File: src/rtl/fba_pkg.sv
// Shared types, constants and helpers for the file block allocator.
`default_nettype none

package fba_pkg;

   // Fixed field widths of the request and response channels
   localparam int OPCODE_W   = 2;
   localparam int SIZE_W     = 19;
   localparam int SLOT_IN_W  = 7;
   localparam int ENTRY_IN_W = 5;
   localparam int STATUS_W   = 3;
   localparam int BLKNUM_W   = 12;
   localparam int FSIZE_W    = 19;
   localparam int FREEB_W    = 26;

   // Default geometry
   localparam int DEF_TOTAL_BLOCKS    = 4096;
   localparam int DEF_BLOCK_BYTES     = 8192;
   localparam int DEF_SLOTS           = 128;
   localparam int DEF_BLOCKS_PER_FILE = 32;
   localparam int DEF_RESERVED_BLOCKS = 130;

   // Bitmap row and slot-group width
   localparam int ROW_BITS  = 32;
   localparam int ROW_BIT_W = 5;

   typedef enum logic [OPCODE_W-1:0] {
      OP_ALLOC  = 2'd0,
      OP_FREE   = 2'd1,
      OP_QUERY  = 2'd2,
      OP_LOOKUP = 2'd3
   } fba_op_type;

   typedef enum logic [STATUS_W-1:0] {
      ST_OK        = 3'd0,
      ST_NO_SPACE  = 3'd1,
      ST_NO_SLOT   = 3'd2,
      ST_TOO_LARGE = 3'd3,
      ST_UNUSED    = 3'd4
   } fba_status_type;

   typedef struct packed {
      logic           accept;
      logic           clr_write;
      logic           row_inc;
      logic           grp_inc;
      logic           slot_take;
      logic           bm_rd_row;
      logic           word_load;
      logic           claim;
      logic           writeback;
      logic           free_start;
      logic           list_rd_free;
      logic           free_bm_rd;
      logic           free_wr;
      logic           slot_release;
      logic           resp_load;
      fba_status_type status;
   } fba_cmd_type;

   typedef struct packed {
      fba_op_type op;
      logic       row_last;
      logic       size_too_big;
      logic       need_too_big;
      logic       slot_ok;
      logic       grp_has_free;
      logic       grp_last;
      logic       alloc_need_zero;
      logic       slot_need_zero;
      logic       alloc_done;
      logic       word_full;
      logic       free_last;
      logic       rsp_free;
   } fba_stat_type;

   // Lowest set bit of a row: {found, index}
   function automatic logic [ROW_BIT_W:0] lowest_one(input logic [ROW_BITS-1:0] v);
      logic [ROW_BIT_W:0] r;
      r = '0;
      for (int i = ROW_BITS - 1; i >= 0; i--) begin
         if (v[i]) begin
            r = {1'b1, ROW_BIT_W'(i)};
         end
      end
      return r;
   endfunction

endpackage

`default_nettype wire

File: src/rtl/fba_controller.sv
// Sequencer for the file block allocator: clear pass, decode, allocate and free walks.
`default_nettype none

module fba_controller (
   input  wire logic                  clock,
   input  wire logic                  reset,
   input  wire logic                  req_valid,
   input  wire fba_pkg::fba_stat_type stat,
   output fba_pkg::fba_cmd_type       cmd,
   output logic                       ready
);
   import fba_pkg::*;

   typedef enum logic [10:0] {
      S_CLEAR     = 11'b000_0000_0001,
      S_IDLE      = 11'b000_0000_0010,
      S_DECODE    = 11'b000_0000_0100,
      S_SLOT_SCAN = 11'b000_0000_1000,
      S_BM_RD     = 11'b000_0001_0000,
      S_BM_LOAD   = 11'b000_0010_0000,
      S_CLAIM     = 11'b000_0100_0000,
      S_FREE_RD   = 11'b000_1000_0000,
      S_FREE_BM   = 11'b001_0000_0000,
      S_FREE_WR   = 11'b010_0000_0000,
      S_RESP      = 11'b100_0000_0000
   } fba_state_type;

   fba_state_type  state_ff, state_in;
   fba_status_type status_ff, status_in;

   always_comb begin
      cmd        = '0;
      cmd.status = status_ff;
      state_in   = state_ff;
      status_in  = status_ff;
      ready      = 1'b0;
      case (state_ff)
         S_CLEAR: begin
            cmd.clr_write = 1'b1;
            cmd.row_inc   = 1'b1;
            if (stat.row_last) begin
               state_in = S_IDLE;
            end
         end
         S_IDLE: begin
            ready = 1'b1;
            if (req_valid) begin
               cmd.accept = 1'b1;
               state_in   = S_DECODE;
            end
         end
         S_DECODE: begin
            status_in = ST_OK;
            state_in  = S_RESP;
            case (stat.op)
               OP_ALLOC: begin
                  if (stat.size_too_big) begin
                     status_in = ST_NO_SPACE;
                  end else if (stat.need_too_big) begin
                     status_in = ST_TOO_LARGE;
                  end else begin
                     state_in = S_SLOT_SCAN;
                  end
               end
               OP_FREE: begin
                  if (!stat.slot_ok) begin
                     status_in = ST_UNUSED;
                  end else if (stat.slot_need_zero) begin
                     cmd.slot_release = 1'b1;
                  end else begin
                     cmd.free_start = 1'b1;
                     state_in       = S_FREE_RD;
                  end
               end
               OP_LOOKUP: begin
                  if (!stat.slot_ok) begin
                     status_in = ST_UNUSED;
                  end
               end
               default: begin
               end
            endcase
         end
         S_SLOT_SCAN: begin
            if (stat.grp_has_free) begin
               cmd.slot_take = 1'b1;
               state_in = stat.alloc_need_zero ? S_RESP : S_BM_RD;
            end else if (stat.grp_last) begin
               status_in = ST_NO_SLOT;
               state_in  = S_RESP;
            end else begin
               cmd.grp_inc = 1'b1;
            end
         end
         S_BM_RD: begin
            cmd.bm_rd_row = 1'b1;
            state_in      = S_BM_LOAD;
         end
         S_BM_LOAD: begin
            cmd.word_load = 1'b1;
            state_in      = S_CLAIM;
         end
         S_CLAIM: begin
            if (stat.alloc_done) begin
               cmd.writeback = 1'b1;
               state_in      = S_RESP;
            end else if (!stat.word_full) begin
               cmd.claim = 1'b1;
            end else begin
               cmd.writeback = 1'b1;
               cmd.row_inc   = 1'b1;
               state_in      = S_BM_RD;
            end
         end
         S_FREE_RD: begin
            cmd.list_rd_free = 1'b1;
            state_in         = S_FREE_BM;
         end
         S_FREE_BM: begin
            cmd.free_bm_rd = 1'b1;
            state_in       = S_FREE_WR;
         end
         S_FREE_WR: begin
            cmd.free_wr = 1'b1;
            if (stat.free_last) begin
               cmd.slot_release = 1'b1;
               state_in         = S_RESP;
            end else begin
               state_in = S_FREE_RD;
            end
         end
         S_RESP: begin
            if (stat.rsp_free) begin
               cmd.resp_load = 1'b1;
               state_in      = S_IDLE;
            end
         end
         default: begin
            state_in = S_IDLE;
         end
      endcase
   end

   always_ff @(posedge clock) begin
      if (reset) begin
         state_ff  <= S_CLEAR;
         status_ff <= ST_OK;
      end else begin
         state_ff  <= state_in;
         status_ff <= status_in;
      end
   end

endmodule

`default_nettype wire

File: config.mk
export PLATFORM = sky130hd
export DESIGN_NAME = fba_controller
export DESIGN_NICKNAME = d
export VERILOG_FILES = /design/src/rtl/fba_pkg.sv /design/src/rtl/fba_controller.sv
export SDC_FILE = /design/constraint.sdc
export NUM_CORES = 1
export LEC_CHECK = 0
export BUFFER_PORTS_ARGS = -buffer_cell sky130_fd_sc_hd__buf_2
export CAP_MARGIN = 10
export CORE_MARGIN = 1.5
export CORE_UTILIZATION = 40
export CTS_BUF_LIST = sky130_fd_sc_hd__clkbuf_8 sky130_fd_sc_hd__clkbuf_16
export DETAILED_ROUTE_END_ITERATION = 16
export HOLD_SLACK_MARGIN = 0.03
export PLACE_DENSITY = 0.74
export SLEW_MARGIN = 0
export SYNTH_ARGS = -nofsm -noshare
export SYNTH_HDL_FRONTEND = slang
export SYNTH_SLANG_ARGS = --single-unit
File: constraint.sdc
create_clock -name clock -period 2.6 [get_ports clock]
set_input_delay 0.52 -clock clock [delete_from_list [all_inputs] [get_ports clock]]
set_output_delay 0.52 -clock clock [all_outputs]
set_load 0.01 [all_outputs]
==> flow_metrics.py <==
metrics = {
    "status": {
        "status": "finished clean",
    },
    "logic_synthesis": {
        "synth_seq_area_share_pct": 26.1,
        "synth_area_leaders": "dfxtp_1 26%, nor2_1 6.7%, or4_4 4.2%",
        "yosysMostFrequentCell": "nor2_1",
        "ys_warn_count": 0,
        "synth_seq_cells": 14,
        "dominantRegCellSynth": "dfxtp_1",
        "ys_types": 45,
        "synth_cells": 134,
        "synth_area_leader_cell": "dfxtp_1",
        "avgSynthCellArea_sq_um": 8.00,
        "synthArstFlopShare_pct": 0,
        "syn_area_sq_um": 1070,
        "synth_edf_count": 0,
        "synth_common_cells": "19 x nor2_1, 14 x dfxtp_1, 8 x inv_1, 7 x nand4_1",
        "synth_top_area_share_pct": 26.1,
        "syn_nets": 151,
    },
    "sta": {
        "fmax_mhz": 399,
        "tns_ps": 0,
        "tightest_slew_ps": 358,
        "finClkSkew_ps": 4.11,
        "min_period_ps": 2510,
        "finalHoldViolCount": 0,
        "slew_headroom_pct": 75.9,
        "fin_crit_sh_pct": 96.5,
        "drv_slew": 0,
        "setup_viol": 0,
        "rsz0062_at_grt": "no",
    },
    "critical_path": {
        "slowest_delay_ps": 580,
        "path_buf_inv": 2,
        "path_cells": "or4_4, or4b_4, inv_1, buf_2",
        "cp.required_ps": 2080,
        "critPathCaptureType": "output pin",
        "cp.arrival_ps": 1990,
        "cp-start-kind": "flop",
        "critPathKind": "flop to output pin",
        "path_delay_family": "simple AND/OR/NAND/NOR gates",
        "cp_max_fo": 8,
        "worst_path_max_delay_cell": "or4b_4",
        "r2r_slack_ps": 630,
    },
    "power": {
        "p_total_uw": 515,
        "power_density_nw_per_um2": 377,
        "leakagePower_uw": 0.000643,
        "vdd_drop_max_mv": 0.401,
    },
    "finish": {
        "fillers": 242,
        "syn_to_final_growth_pct": 27.3,
        "multi_input_area_sq_um": 731,
        "final_cell_area_sq_um": 1370,
        "seqCellArea_sq_um": 283,
        "drive_gt1_share_pct": 37.1,
        "diodes": 0,
        "nets": 194,
    },
    "clock_tree": {
        "clockBufferDepth": 2,
        "htreeDepth": 1,
        "root_buffer": "clkbuf_8",
        "clk_latency_ps": 250,
        "cts_tree": "built",
        "clock_sinks": 14,
        "cts_buffers": 3,
        "clk_pin_slew_worst_paths_ps": 60,
        "post-cts-setup-buffers": 0,
    },
    "die": {
        "fp-row-count": 18,
        "core_sq_um": 2500,
        "die_w_um": 54.8,
        "start_util_pct": 42.9,
        "chipHeight_um": 54.8,
        "die_area_sq_um": 3000,
        "pin_count": 36,
    },
    "global_routing": {
        "grt_use_total_pct": 23.0,
        "grt_max_degree": 13,
        "antenna_found_initial": 0,
        "grt_pass1_wl_mm": 4.88,
        "grt_pass1_vias": 1063,
        "grt_overflow": 0,
    },
    "detailed_routing": {
        "drc": 0,
        "ant_nets": 0,
        "vias_per_cell": 5.64,
        "routed_wl_mm": 3.02,
        "first_iter_violations": 25,
        "dr.pass1.iters": 4,
        "vias": 1157,
        "wire_per_inst_um": 14.7,
    },
    "place": {
        "hpwl_mm": 2.35,
        "placed_cell_area_sq_um": 1310,
        "portBuffers": 35,
        "gp_congestion": 0.898,
    },
    "job": {
        "max-cap-violations": 0,
    },
    "worst_hold_path": {
        "hold_class": "flop to flop",
    },
}
repair_timing:
item	4_1_cts	5_1_grt
hold buffers	0	0
pin swaps	1	1
setup endpoints to repair	1	3
gates resized for setup	0	4
cell usage in the layout (no fill, tap or decap), types with 2 or more instances in the layout:
| master | synthesis | layout |
|---|---|---|
| a21o_1 | 2 | 2 |
| a21oi_1 | 5 | 5 |
| and2_1 | 2 | 2 |
| buf_2 | 3 | 35 |
| buf_4 | 1 | 9 |
| clkbuf_8 | 0 | 3 |
| dfxtp_1 | 14 | 12 |
| dfxtp_2 | 0 | 2 |
| inv_1 | 8 | 8 |
| mux2i_1 | 2 | 2 |
| nand2_1 | 4 | 4 |
| nand2b_1 | 3 | 3 |
| nand3_1 | 5 | 5 |
| nand3b_1 | 3 | 3 |
| nand4_1 | 7 | 7 |
| nor2_1 | 19 | 19 |
| nor2b_1 | 6 | 6 |
| nor3_1 | 6 | 5 |
| nor3b_1 | 5 | 5 |
| nor4_1 | 2 | 2 |
| nor4b_1 | 2 | 2 |
| o2111ai_1 | 2 | 2 |
| o21ai_0 | 3 | 3 |
| o32ai_2 | 2 | 2 |
| or3_1 | 2 | 2 |
| or4_4 | 4 | 4 |
final cells by class:
class                      count  share of cell area (%)
clock buffer                   3                    3.02
inverter                       8                    2.20
multi-input combinational    106                    53.5
sequential                    14                    20.7
tap                           30                    2.75
timing repair buffer          44                    17.8
metal layers:
layer | wire length [um] | up-vias | GRT usage [%]
met2 | 1480 | 32 | 38.5
met4 | 28 | 0 | 6.25
met5 | 0 | - | 0
li1 | - | 575 | -
met3 | 146 | 5 | 5.74
met1 | 1360 | 545 | 28.9
worst reg2reg max path, cell delays in order (launching register included):
cell	delay (ps)
dfxtp_1	390
or4_4	540
or4_1	560
nand4_1	160
or3_2	130
a21oi_1	50
state kept, by name (all words and copies together), names as in the netlist:
signal,count
state_ff,11
status_ff,3
worst paths after layout:
kind,from,end,cells after the start
min,status_ff[0],status_ff[0],2
max,state_ff[6],cmd[14],4
min reg2reg,status_ff[0],status_ff[0],2
max reg2reg,state_ff[6],state_ff[1],5
cell families after synthesis:
kind of cell / synth area share (%)
buffers and inverters: 6.77
flip-flops: 26.1
AND/OR/NAND/NOR: 48.9
XOR/XNOR: 1.63
AO/OA/AOI/OAI: 14.7
multiplexers: 1.87
report_power, final:
group	internal [uW]	switching, uW	leakage (uW)	total (uW)
clock network	103	79.1	0.0000216	182
registers	220	8.26	0.000114	229
logic	47.6	56.5	0.000508	104
metrics by stage:
stage          worst slack [ps]  std cells  hold WS (ps)  utilization [%]
2_1_floorplan               292        134           520                -
3_3_place_gp                307        202           477             52.4
3_5_place_dp                273        202           480             52.4
4_1_cts                    3.35        205           499             54.1
5_1_grt                    6.46        205           544             54.6
6_report                   92.2        205           494             54.6
(Power assumes the default switching activity.)
